[src/design/itp_pkg.sv]
`timescale 1ns / 1ps
package itp_pkg;

  // longest string the offsets track; position and end offset stop here
  localparam int MAX_LEN = 4096;
  localparam int POS_W   = $clog2(MAX_LEN + 1);
  localparam int BASE_W  = 6;
  localparam int ACC_W   = 64;
  localparam int DATA_W  = 32;
  localparam int ADDR_W  = 3;

  // register map, word index taken from paddr[2]
  localparam logic REG_NUMBER_BASE = 1'b0;
  localparam logic [BASE_W-1:0] BASE_RESET = 6'd10;

  // parse phases
  localparam logic [2:0] PH_WS   = 3'd0;
  localparam logic [2:0] PH_SIGN = 3'd1;
  localparam logic [2:0] PH_ZERO = 3'd2;
  localparam logic [2:0] PH_PFX  = 3'd3;
  localparam logic [2:0] PH_DIG  = 3'd4;
  localparam logic [2:0] PH_DONE = 3'd5;

  // digit status
  localparam logic [1:0] DS_NONE = 2'd0;
  localparam logic [1:0] DS_SOME = 2'd1;
  localparam logic [1:0] DS_OVF  = 2'd2;

  localparam logic [BASE_W-1:0] NO_DIGIT = 6'd36;
  localparam logic [BASE_W-1:0] MAX_BASE = 6'd36;
  localparam logic [BASE_W-1:0] BASE_HEX = 6'd16;
  localparam logic [BASE_W-1:0] BASE_OCT = 6'd8;
  localparam logic [BASE_W-1:0] BASE_DEC = 6'd10;
  localparam logic [BASE_W-1:0] BASE_BAD = 6'd1;

  localparam logic [ACC_W-1:0] SAT_POS = 64'h7FFF_FFFF_FFFF_FFFF;
  localparam logic [ACC_W-1:0] SAT_NEG = 64'h8000_0000_0000_0000;

  // characters
  localparam logic [7:0] CH_SPACE = 8'h20;
  localparam logic [7:0] CH_TAB   = 8'h09;
  localparam logic [7:0] CH_CR    = 8'h0D;
  localparam logic [7:0] CH_PLUS  = 8'h2B;
  localparam logic [7:0] CH_MINUS = 8'h2D;
  localparam logic [7:0] CH_0     = 8'h30;
  localparam logic [7:0] CH_9     = 8'h39;
  localparam logic [7:0] CH_UA    = 8'h41;
  localparam logic [7:0] CH_UZ    = 8'h5A;
  localparam logic [7:0] CH_LA    = 8'h61;
  localparam logic [7:0] CH_LZ    = 8'h7A;
  localparam logic [7:0] CH_UX    = 8'h58;
  localparam logic [7:0] CH_LX    = 8'h78;

  typedef struct packed {
    logic [2:0]       phase;
    logic             negative;
    logic [BASE_W-1:0] active_base;
    logic [ACC_W-1:0] accumulator;
    logic [1:0]       digit_status;
    logic [POS_W-1:0] position;
    logic [POS_W-1:0] stop_offset;
  } state_t;

  localparam state_t STATE_CLEAR = '{
    phase:        PH_WS,
    negative:     1'b0,
    active_base:  '0,
    accumulator:  '0,
    digit_status: DS_NONE,
    position:     '0,
    stop_offset:  '0
  };

  function automatic logic [BASE_W-1:0] digit_value(input logic [7:0] c);
    logic [7:0] d;
    d = 8'(NO_DIGIT);
    if (c >= CH_0 && c <= CH_9) begin
      d = c - CH_0;
    end else if (c >= CH_UA && c <= CH_UZ) begin
      d = c - CH_UA + 8'd10;
    end else if (c >= CH_LA && c <= CH_LZ) begin
      d = c - CH_LA + 8'd10;
    end
    return d[BASE_W-1:0];
  endfunction

  function automatic logic [POS_W-1:0] sat_next(input logic [POS_W-1:0] p);
    logic [POS_W:0] n;
    n = {1'b0, p} + (POS_W+1)'(1);
    return (n >= (POS_W+1)'(MAX_LEN)) ? POS_W'(MAX_LEN) : n[POS_W-1:0];
  endfunction

endpackage

[src/design/itp_in_if.sv]
`timescale 1ns / 1ps
interface itp_in_if;
  logic       valid;
  logic       ready;
  logic [7:0] ch;
  logic       last;

  modport source (output valid, output ch, output last, input ready);
  modport sink   (input valid, input ch, input last, output ready);
endinterface

[src/design/itp_out_if.sv]
`timescale 1ns / 1ps
interface itp_out_if;
  logic                          valid;
  logic                          ready;
  logic signed [itp_pkg::ACC_W-1:0] value;
  logic [itp_pkg::POS_W-1:0]     end_offset;
  logic                          overflowed;

  modport source (output valid, output value, output end_offset, output overflowed,
                  input ready);
  modport sink   (input valid, input value, input end_offset, input overflowed,
                  output ready);
endinterface

[src/design/itp_step.sv]
`timescale 1ns / 1ps
module itp_step (
  input  itp_pkg::state_t                 st,
  input  logic [7:0]                      ch,
  input  logic [itp_pkg::BASE_W-1:0]      number_base,
  output itp_pkg::state_t                 nx
);

  logic [itp_pkg::BASE_W-1:0] base_now;
  logic [itp_pkg::BASE_W-1:0] dig_base;
  logic [itp_pkg::BASE_W-1:0] dv;
  logic                       is_dig;
  logic                       is_ws;
  logic                       is_x;
  logic                       zero_lead;
  logic [itp_pkg::ACC_W-1:0]  limit;
  logic [69:0]                prod;
  logic [70:0]                sum;
  logic                       over;
  itp_pkg::state_t            dig_nx;

  // base in force for this character; radix is sampled on first non-blank
  assign base_now = (st.phase == itp_pkg::PH_WS) ? number_base : st.active_base;
  assign dig_base = (base_now != '0) ? base_now :
                    (st.phase == itp_pkg::PH_ZERO) ? itp_pkg::BASE_OCT : itp_pkg::BASE_DEC;
  assign dv     = itp_pkg::digit_value(ch);
  assign is_dig = dv < dig_base;
  assign is_ws  = (ch == itp_pkg::CH_SPACE) ||
                  (ch >= itp_pkg::CH_TAB && ch <= itp_pkg::CH_CR);
  assign is_x   = (ch == itp_pkg::CH_LX) || (ch == itp_pkg::CH_UX);
  assign zero_lead = (ch == itp_pkg::CH_0) &&
                     (base_now == '0 || base_now == itp_pkg::BASE_HEX);

  // exact overflow test: acc * base + d > limit
  assign limit = st.negative ? itp_pkg::SAT_NEG : itp_pkg::SAT_POS;
  assign prod  = 70'(st.accumulator) * 70'(dig_base);
  assign sum   = 71'(prod) + 71'(dv);
  assign over  = sum > 71'(limit);

  // outcome of a character taken in a digit phase
  always_comb begin
    dig_nx = st;
    dig_nx.active_base = dig_base;
    if (is_dig) begin
      if (st.digit_status != itp_pkg::DS_OVF) begin
        if (over) begin
          dig_nx.digit_status = itp_pkg::DS_OVF;
        end else begin
          dig_nx.accumulator  = sum[itp_pkg::ACC_W-1:0];
          dig_nx.digit_status = itp_pkg::DS_SOME;
        end
      end
      dig_nx.stop_offset = itp_pkg::sat_next(st.position);
      dig_nx.phase       = itp_pkg::PH_DIG;
    end else begin
      dig_nx.phase = itp_pkg::PH_DONE;
    end
  end

  always_comb begin
    nx = st;
    case (st.phase)
      itp_pkg::PH_WS, itp_pkg::PH_SIGN: begin
        if (st.phase == itp_pkg::PH_WS && is_ws) begin
          nx = st;
        end else if (st.phase == itp_pkg::PH_WS &&
                     (base_now == itp_pkg::BASE_BAD || base_now > itp_pkg::MAX_BASE)) begin
          nx.active_base = base_now;
          nx.phase       = itp_pkg::PH_DONE;
        end else if (st.phase == itp_pkg::PH_WS &&
                     (ch == itp_pkg::CH_MINUS || ch == itp_pkg::CH_PLUS)) begin
          nx.active_base = base_now;
          nx.negative    = (ch == itp_pkg::CH_MINUS);
          nx.phase       = itp_pkg::PH_SIGN;
        end else if (zero_lead) begin
          nx.active_base  = base_now;
          nx.digit_status = itp_pkg::DS_SOME;
          nx.stop_offset  = itp_pkg::sat_next(st.position);
          nx.phase        = itp_pkg::PH_ZERO;
        end else begin
          nx = dig_nx;
        end
      end
      itp_pkg::PH_ZERO: begin
        if (is_x) begin
          nx.active_base = itp_pkg::BASE_HEX;
          nx.phase       = itp_pkg::PH_PFX;
        end else begin
          nx = dig_nx;
        end
      end
      itp_pkg::PH_PFX, itp_pkg::PH_DIG: begin
        nx = dig_nx;
      end
      default: begin
        nx = st;
      end
    endcase
    nx.position = itp_pkg::sat_next(st.position);
  end

endmodule

[src/design/integer_text_parser.sv]
`timescale 1ns / 1ps
// Streaming text-to-integer parser in the usual strtol manner. One character
// word is taken per clock on the chars channel; the word marked last closes
// the string and yields one result word (value, end_offset, overflowed) on
// the result channel, while all other words yield nothing. Leading blanks
// (space and codes 9 to 13) are skipped, one sign is allowed, a 0x/0X prefix
// is honored for radix 0 or 16, and radix 0 picks octal after a leading zero
// and decimal otherwise. Overflow saturates to the 64-bit signed limit while
// the remaining digits are still consumed. The radix lives in the
// number_base register (byte address 0, reset 10) and is sampled at the
// first non-blank character of each string; a radix of 1 or above 36 gives
// a zero result. Throughput is one character per cycle with no gaps, also
// across string boundaries; only a last word held while the result register
// is still full stalls the input. A result word moves from the input register
// into the result register when its last character leaves the input
// register, and the result register drives the result channel.
// The cycle time is set by the 64 x 6 bit multiply-add and limit compare in
// the step unit, which closes the per-character loop.
module integer_text_parser (
  input  logic                         clk,
  input  logic                         rst,
  itp_in_if.sink                       chars,
  itp_out_if.source                    result,
  input  logic                         psel,
  input  logic                         penable,
  input  logic                         pwrite,
  input  logic [itp_pkg::ADDR_W-1:0]   paddr,
  input  logic [itp_pkg::DATA_W-1:0]   pwdata,
  output logic [itp_pkg::DATA_W-1:0]   prdata,
  output logic                         pready
);

  // configuration
  logic [itp_pkg::BASE_W-1:0] number_base;
  logic                       cfg_write;

  // input register
  logic       in_valid;
  logic [7:0] in_ch;
  logic       in_last;

  // parse state and its next value
  itp_pkg::state_t state;
  itp_pkg::state_t state_next;

  logic                      advance;
  logic [itp_pkg::ACC_W-1:0] res_value;
  logic [itp_pkg::POS_W-1:0] res_offset;
  logic                      res_ovf;

  // apb register port, no wait states
  assign pready    = 1'b1;
  assign cfg_write = psel && penable && pwrite && pready &&
                     (paddr[2] == itp_pkg::REG_NUMBER_BASE);
  assign prdata    = (paddr[2] == itp_pkg::REG_NUMBER_BASE) ?
                     itp_pkg::DATA_W'(number_base) : '0;

  always_ff @(posedge clk) begin
    if (rst) begin
      number_base <= itp_pkg::BASE_RESET;
    end else if (cfg_write) begin
      number_base <= pwdata[itp_pkg::BASE_W-1:0];
    end
  end

  // the held word moves on unless it closes a string and the result
  // register is still full
  assign advance     = in_valid && (!in_last || !result.valid || result.ready);
  assign chars.ready = !in_valid || advance;

  always_ff @(posedge clk) begin
    if (rst) begin
      in_valid <= 1'b0;
    end else if (chars.ready) begin
      in_valid <= chars.valid;
    end
  end

  always_ff @(posedge clk) begin
    if (chars.ready && chars.valid) begin
      in_ch   <= chars.ch;
      in_last <= chars.last;
    end
  end

  // one character of work
  itp_step u_step (
    .st          (state),
    .ch          (in_ch),
    .number_base (number_base),
    .nx          (state_next)
  );

  // per-string state returns to its clear value after the last word
  always_ff @(posedge clk) begin
    if (rst) begin
      state <= itp_pkg::STATE_CLEAR;
    end else if (advance) begin
      state <= in_last ? itp_pkg::STATE_CLEAR : state_next;
    end
  end

  // result formatting from the state after the last character
  always_comb begin
    case (state_next.digit_status)
      itp_pkg::DS_OVF: begin
        res_value = state_next.negative ? itp_pkg::SAT_NEG : itp_pkg::SAT_POS;
      end
      itp_pkg::DS_SOME: begin
        res_value = state_next.negative ? (~state_next.accumulator + 64'd1)
                                        : state_next.accumulator;
      end
      default: begin
        res_value = '0;
      end
    endcase
  end

  assign res_offset = (state_next.digit_status == itp_pkg::DS_NONE) ? '0
                                                                    : state_next.stop_offset;
  assign res_ovf    = (state_next.digit_status == itp_pkg::DS_OVF);

  // result register
  always_ff @(posedge clk) begin
    if (rst) begin
      result.valid <= 1'b0;
    end else if (advance && in_last) begin
      result.valid <= 1'b1;
    end else if (result.ready) begin
      result.valid <= 1'b0;
    end
  end

  always_ff @(posedge clk) begin
    if (advance && in_last) begin
      result.value      <= res_value;
      result.end_offset <= res_offset;
      result.overflowed <= res_ovf;
    end
  end

endmodule

[src/flat_wrapper.sv]
// flat-port wrapper written by rule: the top's interface ports become plain ports
module integer_text_parser_flat 
  (clk, rst, psel, penable, pwrite, paddr, pwdata, prdata, pready, chars_valid, chars_ch, chars_last, chars_ready, result_valid, result_value, result_end_offset, result_overflowed, result_ready);
  itp_in_if chars_i ();
  itp_out_if result_i ();
  input  logic clk;
  input  logic rst;
  input  logic psel;
  input  logic penable;
  input  logic pwrite;
  input  logic [itp_pkg::ADDR_W-1:0] paddr;
  input  logic [itp_pkg::DATA_W-1:0] pwdata;
  output logic [itp_pkg::DATA_W-1:0] prdata;
  output logic pready;
  input wire logic [$bits(chars_i.valid)-1:0] chars_valid;
  input wire logic [$bits(chars_i.ch)-1:0] chars_ch;
  input wire logic [$bits(chars_i.last)-1:0] chars_last;
  output wire logic [$bits(chars_i.ready)-1:0] chars_ready;
  output wire logic [$bits(result_i.valid)-1:0] result_valid;
  output wire logic [$bits(result_i.value)-1:0] result_value;
  output wire logic [$bits(result_i.end_offset)-1:0] result_end_offset;
  output wire logic [$bits(result_i.overflowed)-1:0] result_overflowed;
  input wire logic [$bits(result_i.ready)-1:0] result_ready;
  assign chars_i.valid = chars_valid;
  assign chars_i.ch = chars_ch;
  assign chars_i.last = chars_last;
  assign chars_ready = chars_i.ready;
  assign result_valid = result_i.valid;
  assign result_value = result_i.value;
  assign result_end_offset = result_i.end_offset;
  assign result_overflowed = result_i.overflowed;
  assign result_i.ready = result_ready;
  integer_text_parser u_core (.clk(clk), .rst(rst), .chars(chars_i), .result(result_i), .psel(psel), .penable(penable), .pwrite(pwrite), .paddr(paddr), .pwdata(pwdata), .prdata(prdata), .pready(pready));
endmodule
[config.mk]
export PLATFORM = sky130hd
export DESIGN_NAME = integer_text_parser_flat
export DESIGN_NICKNAME = d
export VERILOG_FILES = /design/src/design/itp_pkg.sv /design/src/design/itp_in_if.sv /design/src/design/itp_out_if.sv /design/src/design/itp_step.sv /design/src/design/integer_text_parser.sv /design/src/flat_wrapper.sv
export SDC_FILE = /design/constraint.sdc
export NUM_CORES = 2
export LEC_CHECK = 0
export ABC_AREA = 1
export BUFFER_PORTS_ARGS = -buffer_cell sky130_fd_sc_hd__buf_2
export CORE_MARGIN = 1.5
export CORE_UTILIZATION = 60
export DETAILED_ROUTE_END_ITERATION = 10
export GPL_TIMING_DRIVEN = 0
export PLACE_DENSITY = 0.88
export SYNTH_ARGS = -nofsm -noshare
export SYNTH_HDL_FRONTEND = slang
export SYNTH_SLANG_ARGS = --single-unit
[constraint.sdc]
create_clock -name clk -period 21.5 [get_ports clk]
set_clock_uncertainty 0.15 [all_clocks]
set_input_delay 2.15 -clock clk [delete_from_list [all_inputs] [get_ports clk]]
set_output_delay 2.15 -clock clk [all_outputs]
set_load 0.01 [all_outputs]
==> impl_metrics.ini <==
[synth]
synth_cell_types = 63
syn_area_sq_um = 31460
synth_edf_count = 87
ys_async_sr_fraction_pct = 0
yosys_warnings = 0
synth-main-ff-cell = dfxtp_1
ys_ff_latch = 197
netlist_instances = 4918
ys_seq_area_share_pct = 15.30
avgSynthCellArea_sq_um = 6.397

[layout]
final_cell_mix = nand2_1 (1433), nor2_1 (752), inv_1 (623)
num-fill-cells = 4763
final_core_util_pct = 65.08
syn_to_final_growth_pct = 6.773
multi_input_area_sq_um = 23200
final_common_cell = nand2_1
final_nets = 5607
regArea_sq_um = 4816
drive_gt1_share_pct = 6.471

[cts]
cts.hold.buffers_added = 0
clk_path_buf_depth = 2
path_clk_slew_ps = 90
cts_setup_buffers = 0
cts.repair.resized = 0
numClockSinks = 197
clock_latency_ps = 490
cts_tree = done
cts_root_buf = clkbuf_16
cts_buffers = 17
ctsHtreeMaxLevel = 4

[job]
max_cap_violations = 0

[floorplan]
die_x_um = 232.0
fp-row-count = 83
design.core.area_sq_um = 51610
dieHeight_um = 232.0
start_util_pct = 60.95
die_area_sq_um = 53810
ios = 164

[pwr]
finalPower_mw = 1.973
p_leak_nw = 17.04
vdd_drop_max_v = 0.00006022
power.density_nw_per_um2 = 58.75

[critical_path]
crit_slowest_cell = o21ai_1
worst_r2r_endpoint = u_core.result.value[39]
path_class = reg2reg
critPathArrivalTime_ps = 14890
crit_fanout = 10
cpPeakStageDelay_ps = 980
r2r_cells = 56
reg2reg_slack_ps = 6680
rr_startpoint = u_core.state[99]
required_ps = 21570
path_common_cell = nand2_1
critPathLaunchType = flip-flop
end_kind = flip-flop

[run_status]
outcome = complete, no violations

[timing]
worst_pin_slew_ps = 1242
relSlewSlack_pct = 16.61
slew_violations = 0
fin_tns_setup_ps = 0
hold_slack_ps = 319.0
fin_crit_sh_pct = 68.94
max_freq_mhz = 67.47
finalSetupViolCount = 0
rsz0062_at_grt = false
post-route-min-period_ps = 14820
finalHoldViolations = 0

[global_routing]
track_usage_pct = 47.28
antenna_found_initial = 3
grt_max_degree = 80
grt_first_pass_wirelength_mm = 191.2
grt_pass1_vias = 33010
gr-total-overflow = 0

[min_path]
holdPathStages = 2
hp-class = reg2reg
hold_start = u_core.state[93]
whs_endpoint = u_core.state[93]

[placement]
hpwlAfterDp_mm = 104.2
port_buffers = 108
globalplace.congestion = 1.060

[route]
post_drt_wl_per_cell_um = 21.82
num_vias = 34640
drt_pre_antenna_iters = 8
drt-initial-drc-count = 4355
viasPerCell = 6.008
ant_nets = 0
routed_wl_mm = 125.8
route.detailed.drc = 0
==> how the worst max path moves through the flow <==
stage	to	cells past startpoint	startpoint
after floorplan	u_core.result.value[8]	58	u_core.state[99]
after global placement	u_core.result.value[55]	56	u_core.state[99]
after detailed placement	u_core.result.value[55]	56	u_core.state[99]
after CTS	u_core.result.value[54]	55	u_core.state[99]
after global routing	u_core.result.value[12]	58	u_core.state[101]
final	u_core.result.value[39]	56	u_core.state[99]
==> cells by family after synthesis <==
kind of cell	Yosys count	share of synthesized area (%)
AOI/OAI and AO/OA	633	11.33
and+or+nand+nor	2657	35.04
xor gates and xnor gates	62	1.726
buffers and inverters	882	11.27
adders and majority gates	485	25.30
DFF	197	15.30
other	2	0.02387
==> through the flow <==
| step | instances | setup WS [ps] | instance area, sq um |
|---|---|---|---|
| 3_3_place_gp | 5731 | 7324 | 32940 |
| 2_1_floorplan | 4943 | 12390 | 31550 |
| 3_5_place_dp | 5732 | 7644 | 32970 |
| 4_1_cts | 5764 | 7598 | 33580 |
| 5_1_grt | 5765 | 6325 | 33590 |
| 6_report | 5766 | 6678 | 33590 |
==> cells in the mapped netlist (15+ instances only) <==
master    instances  area (sq um)
buf_4            32         240.2
a21oi_1         356          1782
clkinv_1         28         105.1
edfxtp_1         87          2613
nor2_2           27         168.9
xor2_1           47         411.6
nand4_1          98         613.1
buf_2            24         120.1
a221oi_1         16         140.1
inv_1           624          2342
ha_1            233          2915
o21ai_1          18         90.09
fa_1            252          5045
nand3_1         241          1206
o21ai_0         128         640.6
xnor2_1          15         131.4
dfxtp_1         110          2202
o21bai_1         16         120.1
buf_1            25         93.84
nand2_1        1433          5379
o211ai_1         16         120.1
inv_2            18         67.56
nor2_1          752          2823
clkbuf_1        119         446.7
nor3_1           20         100.1
==> worst max-delay path: cells and delay by family, from the launching register on <==
kind	cells	cell delay [ps]
AO/OA/AOI/OAI	6	2700
flip-flops	1	340
XOR/XNOR	1	540
adder cells (fa/ha/maj)	6	2490
AND/OR/NAND/NOR	36	5570
buffers and inverters	7	2710
==> sequential cells by signal, summed over array words and instances (netlist names) <==
register                  count
u_core.state                102
u_core.result.value          64
u_core.result.end_offset     13
u_core.in_ch                  8
u_core.number_base            6
u_core.in_last                1
u_core.in_valid               1
u_core.result.overflowed      1
u_core.result.valid           1
==> metal layers <==
| metal | track usage [%] | up-vias | share of wire [%] |
|---|---|---|---|
| li1 | - | 15870 | - |
| met1 | 57.01 | 15890 | 36 |
| met2 | 71.25 | 2364 | 42 |
| met3 | 14.99 | 513 | 14 |
| met4 | 33.79 | 6 | 8.6 |
| met5 | 0 | - | 0.023 |
==> where the power goes <==
group | leakage [nW] | switching [mW] | total [mW] | internal, mW
clock network | 0.305 | 0.186 | 0.351 | 0.165
logic | 15.0 | 0.879 | 1.19 | 0.307
registers | 1.75 | 0.0149 | 0.437 | 0.422
total | 17.0 | 1.08 | 1.97 | 0.894
==> area by class of cell <==
| class | count | area share (%) |
|---|---|---|
| flip-flops and latches | 197 | 14.34 |
| plain buffers | 211 | 3.051 |
| repair buffers | 109 | 1.669 |
| clock inverters | 15 | 0.5587 |
| clock buffers | 17 | 1.266 |
| diodes | 2 | 0.01490 |
| multi-input cells | 3864 | 69.06 |
| well taps | 680 | 2.533 |
| inverters | 671 | 7.510 |
Power figures use the tool's default switching activity.
